===== config.mk =====
export PLATFORM = sky130hd
export DESIGN_NAME = pid_trapezoid_clamped
export DESIGN_NICKNAME = d
export VERILOG_FILES = /design/src/rtl/pidt_pkg.sv /design/src/rtl/pidt_div.sv /design/src/rtl/pidt_mac.sv /design/src/rtl/pid_trapezoid_clamped.sv
export SDC_FILE = /design/constraint.sdc
export NUM_CORES = 2
export LEC_CHECK = 0
export BUFFER_PORTS_ARGS = -buffer_cell sky130_fd_sc_hd__buf_2
export CELL_PAD_IN_SITES_DETAIL_PLACEMENT = 1
export CELL_PAD_IN_SITES_GLOBAL_PLACEMENT = 1
export CORE_ASPECT_RATIO = 1.75
export CORE_MARGIN = 2
export CORE_UTILIZATION = 45
export DETAILED_ROUTE_END_ITERATION = 7
export MAX_ROUTING_LAYER = met4
export PLACE_DENSITY = 0.78
export SETUP_SLACK_MARGIN = 0.02
export SLEW_MARGIN = 20
export SYNTH_ARGS = -nofsm -noshare
export SYNTH_HDL_FRONTEND = slang
export SYNTH_SLANG_ARGS = --single-unit

===== constraint.sdc =====
create_clock -name i_clk -period 5.95 [get_ports i_clk]
set_input_delay 0 -clock i_clk [delete_from_list [all_inputs] [get_ports i_clk]]
set_output_delay 0 -clock i_clk [all_outputs]
set_load 0.005 [all_outputs]

===== src/rtl/pidt_pkg.sv =====
// shared constants and types for the trapezoid pid controller
`default_nettype none

package pidt_pkg;

    localparam int FRAC_BITS = 16;
    localparam int PROD_SH   = 2 * FRAC_BITS;

    localparam int ERR_W   = 32;
    localparam int DT_W    = 16;
    localparam int GAIN_W  = 32;
    localparam int LIM_W   = 16;
    localparam int INTEG_W = 48;
    localparam int SUM_W   = ERR_W + 1;
    localparam int AREA_W  = SUM_W + DT_W;
    localparam int ACC_W   = INTEG_W + GAIN_W + 4;
    localparam int CNT_W   = $clog2(GAIN_W + 1);
    localparam int CFG_W   = 3;

    localparam logic [CFG_W-1:0] CFG_GAIN_PROP  = 3'd0;
    localparam logic [CFG_W-1:0] CFG_GAIN_INTEG = 3'd1;
    localparam logic [CFG_W-1:0] CFG_GAIN_DERIV = 3'd2;
    localparam logic [CFG_W-1:0] CFG_OUT_MAX    = 3'd3;
    localparam logic [CFG_W-1:0] CFG_OUT_MIN    = 3'd4;

    localparam logic [GAIN_W-1:0] RST_GAIN_PROP  = 32'd327680;
    localparam logic [GAIN_W-1:0] RST_GAIN_INTEG = 32'd109227;
    localparam logic [GAIN_W-1:0] RST_GAIN_DERIV = 32'd65536;
    localparam logic [LIM_W-1:0]  RST_OUT_MAX    = 16'd255;
    localparam logic [LIM_W-1:0]  RST_OUT_MIN    = 16'd0;

    typedef struct packed {
        logic start;
        logic clear;
    } t_mac_ctl;

endpackage

`default_nettype wire


===== src/rtl/pidt_div.sv =====
// restoring divider, one quotient bit per cycle
`default_nettype none

module pidt_div
    import pidt_pkg::*;
(
    input  wire logic              i_clk,
    input  wire logic              i_rst_n,
    input  wire logic              i_start,
    input  wire logic [ERR_W-1:0]  i_dividend,
    input  wire logic [DT_W-1:0]   i_divisor,
    output logic                   o_busy,
    output logic [ERR_W-1:0]       o_quot
);

    logic [ERR_W-1:0] r_quot;
    logic [DT_W-1:0]  r_rem;
    logic [DT_W-1:0]  r_div;
    logic [CNT_W-1:0] r_cnt;
    logic             r_busy;

    logic [DT_W:0] trial;
    logic [DT_W:0] diff;
    logic          fits;

    assign trial = {r_rem, r_quot[ERR_W-1]};
    assign diff  = trial - {1'b0, r_div};
    assign fits  = trial >= {1'b0, r_div};

    always_ff @(posedge i_clk) begin
        if (!i_rst_n) begin
            r_busy <= 1'b0;
            r_cnt  <= '0;
        end else if (i_start) begin
            r_busy <= 1'b1;
            r_cnt  <= CNT_W'(ERR_W);
        end else if (r_busy) begin
            r_cnt  <= r_cnt - CNT_W'(1);
            r_busy <= r_cnt != CNT_W'(1);
        end
    end

    always_ff @(posedge i_clk) begin
        if (i_start) begin
            r_quot <= i_dividend;
            r_rem  <= '0;
            r_div  <= i_divisor;
        end else if (r_busy) begin
            // dividend bits leave at the top, quotient bits enter at the bottom
            r_quot <= {r_quot[ERR_W-2:0], fits};
            r_rem  <= fits ? diff[DT_W-1:0] : trial[DT_W-1:0];
        end
    end

    assign o_busy = r_busy;
    assign o_quot = r_quot;

endmodule

`default_nettype wire


===== src/rtl/pidt_mac.sv =====
// serial shift-add multiply-accumulate, one gain bit per cycle
`default_nettype none

module pidt_mac
    import pidt_pkg::*;
(
    input  wire logic                       i_clk,
    input  wire logic                       i_rst_n,
    input  wire t_mac_ctl                   i_ctl,
    input  wire logic [GAIN_W-1:0]          i_gain,
    input  wire logic signed [INTEG_W-1:0]  i_x,
    output logic                            o_busy,
    output logic signed [ACC_W-1:0]         o_acc
);

    logic signed [ACC_W-1:0] r_x;
    logic signed [ACC_W-1:0] r_acc;
    logic [GAIN_W-1:0]       r_g;
    logic [CNT_W-1:0]        r_cnt;
    logic                    r_busy;

    always_ff @(posedge i_clk) begin
        if (!i_rst_n) begin
            r_busy <= 1'b0;
            r_cnt  <= '0;
        end else if (i_ctl.start) begin
            r_busy <= 1'b1;
            r_cnt  <= CNT_W'(GAIN_W);
        end else if (r_busy) begin
            r_cnt  <= r_cnt - CNT_W'(1);
            r_busy <= r_cnt != CNT_W'(1);
        end
    end

    always_ff @(posedge i_clk) begin
        if (i_ctl.start) begin
            r_x <= ACC_W'(i_x);
            r_g <= i_gain;
            if (i_ctl.clear) begin
                r_acc <= '0;
            end
        end else if (r_busy) begin
            if (r_g[0]) begin
                r_acc <= r_acc + r_x;
            end
            r_x <= r_x <<< 1;
            r_g <= r_g >> 1;
        end
    end

    assign o_busy = r_busy;
    assign o_acc  = r_acc;

endmodule

`default_nettype wire


===== src/rtl/pid_trapezoid_clamped.sv =====
// pid controller step: trapezoid integral, derivative by division, clamped drive
//
// Input channel: i_in_valid / o_in_stall carry one word per control step, a
// signed Q16.16 error and the elapsed milliseconds. Output channel:
// o_out_valid / i_out_stall carry one drive word per input word.
// Configuration: i_cfg_we writes i_cfg_data to register i_cfg_index
// (0 gain_prop, 1 gain_integ, 2 gain_deriv, 3 out_max, 4 out_min); other
// indexes are ignored. Write only while no step is in flight.
// One word at a time: the block accepts a word, then works through three
// passes of a shared bit-serial multiply-accumulate unit before the drive
// lands in the output register (the divider and the trapezoid multiplier
// run under the first pass). The next word is accepted the cycle after the
// drive is loaded, even while that drive still waits to be taken. Reset
// restores the register defaults and clears the integral and the previous
// error. When the receiver stalls, the output word holds; a finished step
// waits until the output register is free.
`default_nettype none

module pid_trapezoid_clamped
    import pidt_pkg::*;
(
    input  wire logic              i_clk,
    input  wire logic              i_rst_n,
    input  wire logic              i_in_valid,
    output logic                   o_in_stall,
    input  wire logic [ERR_W-1:0]  i_error_in,
    input  wire logic [DT_W-1:0]   i_delta_ms,
    output logic                   o_out_valid,
    input  wire logic              i_out_stall,
    output logic [LIM_W-1:0]       o_drive_out,
    input  wire logic              i_cfg_we,
    input  wire logic [CFG_W-1:0]  i_cfg_index,
    input  wire logic [GAIN_W-1:0] i_cfg_data
);

    typedef enum logic [7:0] {
        S_IDLE    = 8'b0000_0001,
        S_RUN1    = 8'b0000_0010,
        S_INTEG   = 8'b0000_0100,
        S_START_I = 8'b0000_1000,
        S_WAIT_I  = 8'b0001_0000,
        S_START_D = 8'b0010_0000,
        S_WAIT_D  = 8'b0100_0000,
        S_CLAMP   = 8'b1000_0000
    } t_state;

    t_state r_state;
    t_state n_state;

    logic [GAIN_W-1:0] r_gain_prop;
    logic [GAIN_W-1:0] r_gain_integ;
    logic [GAIN_W-1:0] r_gain_deriv;
    logic [LIM_W-1:0]  r_out_max;
    logic [LIM_W-1:0]  r_out_min;

    logic signed [INTEG_W-1:0] r_integ;
    logic signed [ERR_W-1:0]   r_prev;
    logic [DT_W-1:0]           r_dt;
    logic                      r_dneg;

    logic signed [AREA_W-1:0] r_area_x;
    logic signed [AREA_W-1:0] r_area_acc;
    logic [DT_W-1:0]          r_area_m;
    logic [CNT_W-1:0]         r_area_cnt;

    logic             r_out_valid;
    logic [LIM_W-1:0] r_drive;

    logic in_acc;
    logic out_free;

    logic signed [SUM_W-1:0] sum_e;
    logic signed [SUM_W-1:0] diff_e;
    logic signed [SUM_W-1:0] diff_mag;

    logic signed [INTEG_W:0]   integ_sum;
    logic signed [INTEG_W-1:0] n_integ;

    logic signed [SUM_W-1:0]   quot_s;
    logic signed [INTEG_W-1:0] deriv;

    t_mac_ctl                  mac_ctl;
    logic [GAIN_W-1:0]         mac_gain;
    logic signed [INTEG_W-1:0] mac_x;
    logic                      mac_busy;
    logic signed [ACC_W-1:0]   mac_acc;

    logic             div_busy;
    logic [ERR_W-1:0] div_quot;

    logic signed [ACC_W-1:0] hi_bound;
    logic signed [ACC_W-1:0] lo_bound;
    logic                    above_hi;
    logic                    below_lo;
    logic [LIM_W-1:0]        drive;

    assign in_acc   = i_in_valid && (r_state == S_IDLE);
    assign out_free = !r_out_valid || !i_out_stall;

    // ---------------- configuration ----------------
    always_ff @(posedge i_clk) begin
        if (!i_rst_n) begin
            r_gain_prop  <= RST_GAIN_PROP;
            r_gain_integ <= RST_GAIN_INTEG;
            r_gain_deriv <= RST_GAIN_DERIV;
            r_out_max    <= RST_OUT_MAX;
            r_out_min    <= RST_OUT_MIN;
        end else if (i_cfg_we) begin
            unique case (i_cfg_index)
                CFG_GAIN_PROP:  r_gain_prop  <= i_cfg_data;
                CFG_GAIN_INTEG: r_gain_integ <= i_cfg_data;
                CFG_GAIN_DERIV: r_gain_deriv <= i_cfg_data;
                CFG_OUT_MAX:    r_out_max    <= i_cfg_data[LIM_W-1:0];
                CFG_OUT_MIN:    r_out_min    <= i_cfg_data[LIM_W-1:0];
                default: ;
            endcase
        end
    end

    // ---------------- step front end ----------------
    assign sum_e    = SUM_W'($signed(i_error_in)) + SUM_W'(r_prev);
    assign diff_e   = SUM_W'($signed(i_error_in)) - SUM_W'(r_prev);
    assign diff_mag = diff_e[SUM_W-1] ? -diff_e : diff_e;

    always_ff @(posedge i_clk) begin
        if (!i_rst_n) begin
            r_prev <= '0;
        end else if (in_acc) begin
            r_prev <= $signed(i_error_in);
        end
    end

    always_ff @(posedge i_clk) begin
        if (in_acc) begin
            r_dt   <= i_delta_ms;
            r_dneg <= diff_e[SUM_W-1];
        end
    end

    // trapezoid area: (error + previous) * dt, one dt bit per cycle
    always_ff @(posedge i_clk) begin
        if (!i_rst_n) begin
            r_area_cnt <= '0;
        end else if (in_acc) begin
            r_area_cnt <= CNT_W'(DT_W);
        end else if (r_area_cnt != '0) begin
            r_area_cnt <= r_area_cnt - CNT_W'(1);
        end
    end

    always_ff @(posedge i_clk) begin
        if (in_acc) begin
            r_area_x   <= AREA_W'(sum_e);
            r_area_m   <= i_delta_ms;
            r_area_acc <= '0;
        end else if (r_area_cnt != '0) begin
            if (r_area_m[0]) begin
                r_area_acc <= r_area_acc + r_area_x;
            end
            r_area_x <= r_area_x <<< 1;
            r_area_m <= r_area_m >> 1;
        end
    end

    // integral update with floor halving and saturation
    assign integ_sum = (INTEG_W+1)'(r_integ) + (INTEG_W+1)'(r_area_acc >>> 1);

    always_comb begin
        if (integ_sum[INTEG_W] != integ_sum[INTEG_W-1]) begin
            n_integ = integ_sum[INTEG_W] ? {1'b1, {(INTEG_W-1){1'b0}}}
                                         : {1'b0, {(INTEG_W-1){1'b1}}};
        end else begin
            n_integ = integ_sum[INTEG_W-1:0];
        end
    end

    always_ff @(posedge i_clk) begin
        if (!i_rst_n) begin
            r_integ <= '0;
        end else if (r_state == S_INTEG) begin
            r_integ <= n_integ;
        end
    end

    // ---------------- derivative divider ----------------
    pidt_div u_div (
        .i_clk      (i_clk),
        .i_rst_n    (i_rst_n),
        .i_start    (in_acc),
        .i_dividend (diff_mag[ERR_W-1:0]),
        .i_divisor  (i_delta_ms),
        .o_busy     (div_busy),
        .o_quot     (div_quot)
    );

    assign quot_s = r_dneg ? -SUM_W'($signed({1'b0, div_quot}))
                           : SUM_W'($signed({1'b0, div_quot}));
    assign deriv  = (r_dt == '0) ? '0 : INTEG_W'(quot_s);

    // ---------------- shared multiply-accumulate ----------------
    always_comb begin
        mac_ctl.start = in_acc || (r_state == S_START_I) || (r_state == S_START_D);
        mac_ctl.clear = in_acc;
        if (r_state == S_START_I) begin
            mac_gain = r_gain_integ;
            mac_x    = r_integ;
        end else if (r_state == S_START_D) begin
            mac_gain = r_gain_deriv;
            mac_x    = deriv;
        end else begin
            mac_gain = r_gain_prop;
            mac_x    = INTEG_W'($signed(i_error_in));
        end
    end

    pidt_mac u_mac (
        .i_clk   (i_clk),
        .i_rst_n (i_rst_n),
        .i_ctl   (mac_ctl),
        .i_gain  (mac_gain),
        .i_x     (mac_x),
        .o_busy  (mac_busy),
        .o_acc   (mac_acc)
    );

    // ---------------- clamp ----------------
    assign hi_bound = $signed({{(ACC_W-LIM_W-PROD_SH){1'b0}}, r_out_max, {PROD_SH{1'b0}}});
    assign lo_bound = $signed({{(ACC_W-LIM_W-PROD_SH){1'b0}}, r_out_min, {PROD_SH{1'b0}}});
    assign above_hi = mac_acc > hi_bound;
    assign below_lo = mac_acc < lo_bound;

    always_comb begin
        if (above_hi) begin
            drive = r_out_max;
        end else if (below_lo) begin
            drive = r_out_min;
        end else begin
            drive = mac_acc[PROD_SH+LIM_W-1:PROD_SH];
        end
    end

    // ---------------- sequencer ----------------
    always_comb begin
        n_state = r_state;
        unique case (r_state)
            S_IDLE:    if (i_in_valid) n_state = S_RUN1;
            S_RUN1:    if (!mac_busy && !div_busy && r_area_cnt == '0) n_state = S_INTEG;
            S_INTEG:   n_state = S_START_I;
            S_START_I: n_state = S_WAIT_I;
            S_WAIT_I:  if (!mac_busy) n_state = S_START_D;
            S_START_D: n_state = S_WAIT_D;
            S_WAIT_D:  if (!mac_busy) n_state = S_CLAMP;
            S_CLAMP:   if (out_free) n_state = S_IDLE;
            default:   n_state = S_IDLE;
        endcase
    end

    always_ff @(posedge i_clk) begin
        if (!i_rst_n) begin
            r_state <= S_IDLE;
        end else begin
            r_state <= n_state;
        end
    end

    always_ff @(posedge i_clk) begin
        if (!i_rst_n) begin
            r_out_valid <= 1'b0;
        end else if (r_state == S_CLAMP && out_free) begin
            r_out_valid <= 1'b1;
        end else if (!i_out_stall) begin
            r_out_valid <= 1'b0;
        end
    end

    always_ff @(posedge i_clk) begin
        if (r_state == S_CLAMP && out_free) begin
            r_drive <= drive;
        end
    end

    assign o_in_stall  = r_state != S_IDLE;
    assign o_out_valid = r_out_valid;
    assign o_drive_out = r_drive;

    // ---------------- checks ----------------
    a_mac_starts: assert property (@(posedge i_clk) disable iff (!i_rst_n)
        in_acc |=> mac_busy && div_busy)
        else $error("multiply or divide unit did not start on an accepted word");

    a_mac_idle_on_restart: assert property (@(posedge i_clk) disable iff (!i_rst_n)
        (r_state == S_START_I || r_state == S_START_D) |-> !mac_busy)
        else $error("multiply unit restarted while busy");

    a_acc_held: assert property (@(posedge i_clk) disable iff (!i_rst_n)
        (r_state == S_CLAMP && !out_free) |=> $stable(mac_acc))
        else $error("accumulator changed while drive waits");

    a_out_from_clamp: assert property (@(posedge i_clk) disable iff (!i_rst_n)
        $rose(o_out_valid) |-> $past(r_state == S_CLAMP))
        else $error("drive word appeared outside the clamp step");

endmodule

`default_nettype wire

# [Word-level counts from Yosys, hierarchy flattened]
# Index checks and enable logic that the tools add are counted.
[word_totals] regBits=632 input_bits=88 out_inout_bits=18 word_cells=139
[op_classes] add_sub_neg=11 n_lt_le_gt_ge=3 n_eq_ne=23 n_mux=44 bitwise_logic=1 n_reduce_logical=29
[ops] op="84-bit 2-to-1 mux" count=6
[ops] op="48-bit 2-to-1 mux" count=5
[ops] op="32-bit 2-to-1 mux" count=7
[ops] op="49-bit 2-to-1 mux" count=2
[ops] op="84-bit adder" count=1
[ops] op="84-bit by 49-bit greater-than comparator with 1-bit output" count=1
[ops] op="84-bit by 49-bit < comparator with 1-bit output" count=1
[ops] op="16-bit 2-to-1 mux" count=5
[ops] op="8-bit one-hot mux with 8 select lines" count=1
[ops] op="48-bit by 48-bit adder with 49-bit output" count=1
[ops] op="49-bit adder" count=1
[ops] op="8-bit 2-to-1 mux" count=5
[ops] op="32-bit by 32-bit adder with 33-bit output" count=1
[ops] op="33-bit 2-to-1 mux" count=1
[ops] op="32-bit negation with 33-bit output" count=1
[ops] op="32-bit by 32-bit subtractor with 33-bit output" count=1
[ops] op="32-bit negation" count=1
[ops] op="6-bit 2-to-1 mux" count=4
[ops] op="6-bit by 1-bit subtractor with 6-bit output, second input constant" count=3
[ops] op="17-bit by 16-bit >= comparator with 1-bit output" count=1
[ops] op="16-bit logical NOT" count=1
[ops] op="16-bit subtractor" count=1
[ops] op="2-bit inequality test, second input constant" count=6
[ops] op="6-bit by 1-bit inequality test with 1-bit output, second input constant" count=2
[ops] op="other kinds (28)" count=52

# [Logic depth before layout (Yosys ltp)]
[logic_depth] word_depth=6 ltp_mapped=17 ltp_nobuf=16

# [Hierarchy]
# From an unflattened synthesis, not the netlist that was laid out.
[hier_totals] cells_unflattened=4971 area_unflattened_um2=43075.1
[modules_own_cells] mod="pid_trapezoid_clamped" n_inst=1 cells_each=3371 area_per_inst_um2=26233.9 seq_area_each_um2=8388.0
[modules_own_cells] mod="pidt_mac" n_inst=1 cells_each=1278 area_per_inst_um2=13166.4 seq_area_each_um2=6145.9
[modules_own_cells] mod="pidt_div" n_inst=1 cells_each=322 area_per_inst_um2=3674.8 seq_area_each_um2=1901.8

# [Worst setup path before layout]
# Ideal clock, no wire load.
[synth_timing] path_type="flip-flop to flip-flop" startpoint="register r_state[7]" endpoint="register u_mac.r_g[0] (enable)" setup_ns=0.495 arrival_time_ns=4.599 required_time_ns=5.455 slack_ns=0.856 path_stages_with_launch=7 path_buffers=1 synth_period_minus_slack_ns=5.094 cell_sequence="dfxtp_1 -> nor4_1 -> nand2_1 -> nor3b_1 -> nor3_1 -> clkbuf_1 -> nand2b_1"
[synth_between] elab_chain_cells=5 elab_cells_between_ends=7 cone_classes="eq/ne: 3; reduce/logical: 4"
[synth_rtl] element="start, declared" line="pid_trapezoid_clamped.sv:47" rtl="t_state r_state;"
[synth_rtl] element="start signal, assigned" line="pid_trapezoid_clamped.sv:262" rtl="r_state <= n_state;"
[synth_rtl] element="8-bit by 1-bit == test with 1-bit output" line="pid_trapezoid_clamped.sv:97" rtl="assign in_acc = i_in_valid && (r_state == S_IDLE);"
[synth_rtl] element="1-bit logical AND" line="pid_trapezoid_clamped.sv:97"
[synth_rtl] element="1-bit logical OR" line="pid_trapezoid_clamped.sv:202" rtl="mac_ctl.start = in_acc || (r_state == S_START_I) || (r_state == S_START_D);"
[synth_rtl] element="1-bit logical OR *" line="pid_trapezoid_clamped.sv:202"
[synth_rtl] element="2-bit nonzero test (no line) *"
[synth_rtl] element="end signal, assigned" line="pidt_mac.sv:38" rtl="r_g <= i_gain;"
[synth_rtl] element="end signal, assigned" line="pidt_mac.sv:47" rtl="r_g <= r_g >> 1;"
[synth_rtl] element="end, declared" line="pidt_mac.sv:18" rtl="logic [GAIN_W-1:0] r_g;"
# Every way passes the cells marked *; elsewhere a longest branch is shown, timed or not.
# A chain may end at the register's enable or synchronous reset.

# [Worst setup path in the final report]
[layout_timing] startpoint="register u_mac.r_acc[0], in the netlist u_mac.o_acc[0]" endpoint="register u_mac.r_acc[82], in the netlist u_mac.o_acc[82], data pin"
[layout_between] elab_chain_cells=4
[layout_rtl] element="start, declared" line="pidt_mac.sv:17" rtl="logic signed [ACC_W-1:0] r_acc;"
[layout_rtl] element="start signal, assigned" line="pidt_mac.sv:44" rtl="r_acc <= r_acc + r_x;"
[layout_rtl] element="84-bit adder" line="pidt_mac.sv:44"
[layout_rtl] element="84-bit 2-to-1 mux" line="pidt_mac.sv:43" rtl="if (r_g[0]) begin"
[layout_rtl] element="84-bit 2-to-1 mux" line="pidt_mac.sv:42" rtl="end else if (r_busy) begin"
[layout_rtl] element="84-bit 2-to-1 mux" line="pidt_mac.sv:36" rtl="if (i_ctl.start) begin"
# No other way between the ends. The select of a mux whose other input is x is not followed.

==> parameters.txt <==
Parameter                              Value

Logic synthesis
  Arithmetic-cell share of the synthesized area counting full adders, half adders and majority gates ... 9.346%
  Ys Warns ... 0
  Dominant combinational cell family by area after synthesis ... compound AO/OA/AOI/OAI gates
  Top_reg_cell synth ... edfxtp_1
  Number of distinct library cells after synthesis ... 82
  Share of synthesized area occupied by flip-flops and latches ... 38.67%
  Portion of netlist area occupied by mux cells ... 1.180%
  Ys async rst share ... 0%
  Netlist area before placement ... 0.04126 sq mm
  Post-synthesis xor/xnor area fraction ... 5.986%
  Simple-gate share of the synthesized area ... 17.09%
  Compound-cell area share of the yosys netlist ... 23.43%
  Post-synthesis instance total ... 4,904
  Post-synth net total ... 5,295
  EDFF count, synth ... 330
  Mean instance size in the synthesized netlist ... 8.413 sq um
  Synth Register Bits ... 632

Placement
  Buffers added on ports ... 105
  Estimated wirelength of the detail-placed design ... 93.65 mm
  Cell count after placement ... 5,966
  Routability congestion estimate ... 0.9571

Pwr
  Leakage component of the power ... 18.84 nW
  Power per cell area ... 601.2 mW/mm^2
  Worst IR Drop VDD ... 432.1 uV
  Power, Total ... 0.02768 W

Final layout
  Synth-to-Final Area Change ... 11.60%
  Filler Cells Inserted ... 10,860
  Post-layout nets ... 5,322
  Util after Layout ... 50.47%
  Final cell count without fillers ... 6,179
  Fraction of final layout cells with drive strength greater than 1 ... 6.759%

Min path
  Path category of the worst min-delay check ... in2reg

Timing
  Maximum achievable frequency ... 0.2018 GHz
  Final total negative setup slack ... 0 ns
  Worst Tran Pin Value ... 1.081 ns
  Endpoints failing hold ... 0
  Worst Skew ... 0.02399 ns
  Number of max-slew violations in the final report ... 0
  RSZ-0062 raised after global routing ... no
  Share of the clock period used by the worst path ... 83.29%
  Final setup violation count ... 0
  Worst slew margin relative to its limit ... 26.09%
  Period minus WS final ... 4.956 ns

Clock network
  Post-CTS sizing ... 0
  Clock tree buffer depth ... 3
  Clock buffer count from CTS ... 67
  TritonCTS sink count ... 632
  Root buffer selected by CTS ... clkbuf_16
  Register clock-pin slew on the reported worst setup and hold paths ... 0.06 ns
  Post-CTS setup repair buffer count ... 0
  Clock tree from TritonCTS ... built
  Clock network latency to the later pin of the worst-skew pair ... 0.66 ns
  H-tree levels ... 3

Run
  Max_cap viols ... 0

Critical path
  Sort of element at the start of the critical path ... flip-flop
  Reg-to-reg slack, setup ... 0.99 ns
  Cell with the most instances on the worst path ... o21ai_0
  Master of the slowest instance on the critical path ... o31ai_1
  Capturing element type of the critical path ... flip-flop
  Crit-path max cell delay ... 0.74 ns
  Data required, critical path ... 6.34 ns
  Dominant delay contributor by cell family on the critical path ... compound AO/OA/AOI/OAI gates
  Critical path buffer and inverter count ... 2
  Kind of critical path ... reg2reg
  Critical path, cell by cell ... ha_1, inv_1, fa_1, nor2b_1, o31a_1, o31ai_1, o21ai_0, a221o_1, a21oi_1, o21ai_0, o22ai_1, o41ai_1, buf_4, a41oi_1, xor2_1, nor2_1
  Highest fanout seen on the critical path ... 5
  Critical path data arrival time ... 5.35 ns

Route
  WL final ... 129.1 mm
  Post-route DRC ... 0
  Via/cell ratio ... 5.934
  Detail-routed net length per standard cell ... 20.89 um
  Remaining antenna violation count after routing ... 0
  Initial DRC count ... 1,857
  Number of search-and-repair iterations in the first detailed-routing pass ... 7
  Count of vias placed by the detailed router ... 36,670

Floorplanning
  Core Rows ... 147
  Core ar. ... 0.09123 sq mm
  Die X-Extent ... 232.9 um
  Num ports ... 106
  Y dimension of the die ... 404.6 um
  Effective utilization at floorplan ... 45.23%
  Area enclosed by the die boundary ... 0.09422 sq mm

Global route
  Number of antenna violations at the first check in global routing ... 0
  GRT Resource Usage Total ... 28.23%
  Pin count of the biggest net entering global routing ... 148
  Wire length of the first global-routing pass ... 206.9 mm
  Aggregate global routing overflow ... 0
  Number of global-route vias before repair ... 39,440

Status
  Result of the run ... completed
[placed cells by master (no fill, tap or decap), drive strengths merged, types with 43 or more instances in the layout]
| master | synthesis | layout |
|---|---|---|
| a21o | 176 | 176 |
| a21oi | 616 | 616 |
| a31oi | 44 | 44 |
| buf | 21 | 151 |
| clkbuf | 259 | 83 |
| dfxtp | 302 | 302 |
| dlygate4sd3 | 0 | 87 |
| edfxtp | 330 | 330 |
| ha | 297 | 297 |
| inv | 181 | 189 |
| mux2i | 43 | 43 |
| nand2 | 802 | 802 |
| nand3 | 86 | 86 |
| nand4 | 58 | 58 |
| nor2 | 316 | 316 |
| nor2b | 44 | 44 |
| nor3 | 60 | 60 |
| o21ai | 413 | 413 |
| o21bai | 49 | 49 |
| xnor2 | 188 | 188 |
| xor2 | 94 | 94 |
[Yosys cell counts, drive strengths merged (7+ instances only)]
library cell / number / area (sq um)
nand3b: 9 / 67.56
ha: 297 / 3716
clkbuf: 259 / 972.2
a41oi: 10 / 87.58
o31a: 7 / 61.31
dfxtp: 302 / 6046
nor3b: 11 / 82.58
mux2i: 43 / 430.4
and3: 31 / 193.9
o41ai: 10 / 87.58
or2: 16 / 100.1
nand3: 86 / 435.4
a221oi: 7 / 61.31
nor4: 38 / 259.0
edfxtp: 330 / 9910
nand2: 802 / 3010
or3: 24 / 165.2
o211ai: 23 / 172.7
nor2b: 44 / 275.3
a31oi: 44 / 275.3
a222oi: 32 / 320.3
xor2: 94 / 823.3
o21ai: 413 / 2067
and4: 8 / 70.07
o31ai: 33 / 247.7
o311ai: 8 / 70.07
or4: 9 / 71.32
and2: 17 / 106.4
nand4: 58 / 362.9
inv: 181 / 679.4
nand2b: 35 / 219.0
nor3: 60 / 300.3
a21oi: 616 / 3083
xnor2: 188 / 1647
a221o: 34 / 340.3
o21bai: 49 / 367.9
nor2: 316 / 1186
a21boi: 13 / 97.59
a211oi: 27 / 202.7
a21o: 176 / 1330
a2111oi: 9 / 78.83
o21a: 32 / 240.2
buf: 21 / 120.1
[timing repair]
action / in CTS / in global routing
endpoints found under the hold margin: 228 / 0
hold buffers: 88 / 0
endpoints found under the setup margin: 0 / 0
[registers in the layout, summed over array words and instances (netlist names), 8 cells and up]
name,flops
r_gain_prop,32
u_div.r_div,16
u_div.r_rem,16
r_area_x,49
r_out_max,16
u_mac.r_g,32
r_area_m,16
u_mac.r_x,84
r_state,8
r_integ,48
o_drive_out,16
r_prev,32
r_area_acc,49
u_div.o_quot,32
r_out_min,16
r_gain_integ,32
u_mac.o_acc,84
r_gain_deriv,32
[routing by layer]
metal,global-route usage [%],wire length [um],up-vias,part of all wire [%]
met5,-,0,-,0
met4,11.98,5423,0,4.2
met3,2.689,3575,266,2.8
met2,53.86,70600,602,55
met1,29.01,49500,18110,38
li1,-,-,17690,-
[kinds of logic after synthesis]
family / count (synthesis)
buf+inv: 462
flops: 632
mux: 48
fa+ha+maj: 305
simple gates: 1580
compound gates: 1595
xor+xnor: 282
[tightest hold or removal path: stages]
cell and delay [ns]:
buf_2 0.11, nor2b_1 0.18, nand2_1 0.14, nor2_4 0.08, nand2_1 0.07, nand3_1 0.08
[stage by stage]
step	area (sq um)	setup WS, ns	hold slack [ns]
5_1_grt	46040	0.7706	0.06287
3_5_place_dp	42710	1.069	0.1939
6_report	46040	0.9941	0.06827
2_1_floorplan	41260	0.8561	0.09887
4_1_cts	46040	1.030	0.02226
3_3_place_gp	42710	1.249	0.1922
[area by class of cell]
cell class | instances | area [sq um] | share of cell area (%)
Timing Repair Buffer | 238 | 1804 | 3.919
Inverter | 182 | 690.7 | 1.500
Sequential cell | 632 | 15960 | 34.65
Clock inverter | 41 | 569.3 | 1.236
Clock buffer | 83 | 1874 | 4.071
Antenna cell | 1 | 2.502 | 0.005435
Tap cell | 1192 | 1491 | 3.239
Multi-Input combinational cell | 3810 | 23660 | 51.38
[worst paths after layout]
path | endpoint | cells past startpoint | from
setup reg to reg | u_mac.o_acc[82] | 16 | u_mac.o_acc[0]
hold / removal | r_gain_integ[16] | 6 | i_cfg_we
setup / recovery | u_mac.o_acc[82] | 16 | u_mac.o_acc[0]
hold reg to reg | r_gain_integ[31] | 2 | r_gain_integ[31]
[power by group]
part / switching [W] / leakage [nW] / total (W) / internal (W)
Combinational: 0.00915 / 11.9 / 0.0147 / 0.00558
Clock: 0.00197 / 1.20 / 0.00470 / 0.00273
Sequential: 0.00123 / 5.71 / 0.00825 / 0.00702
Note: power is estimated with default switching activity, not from simulation.
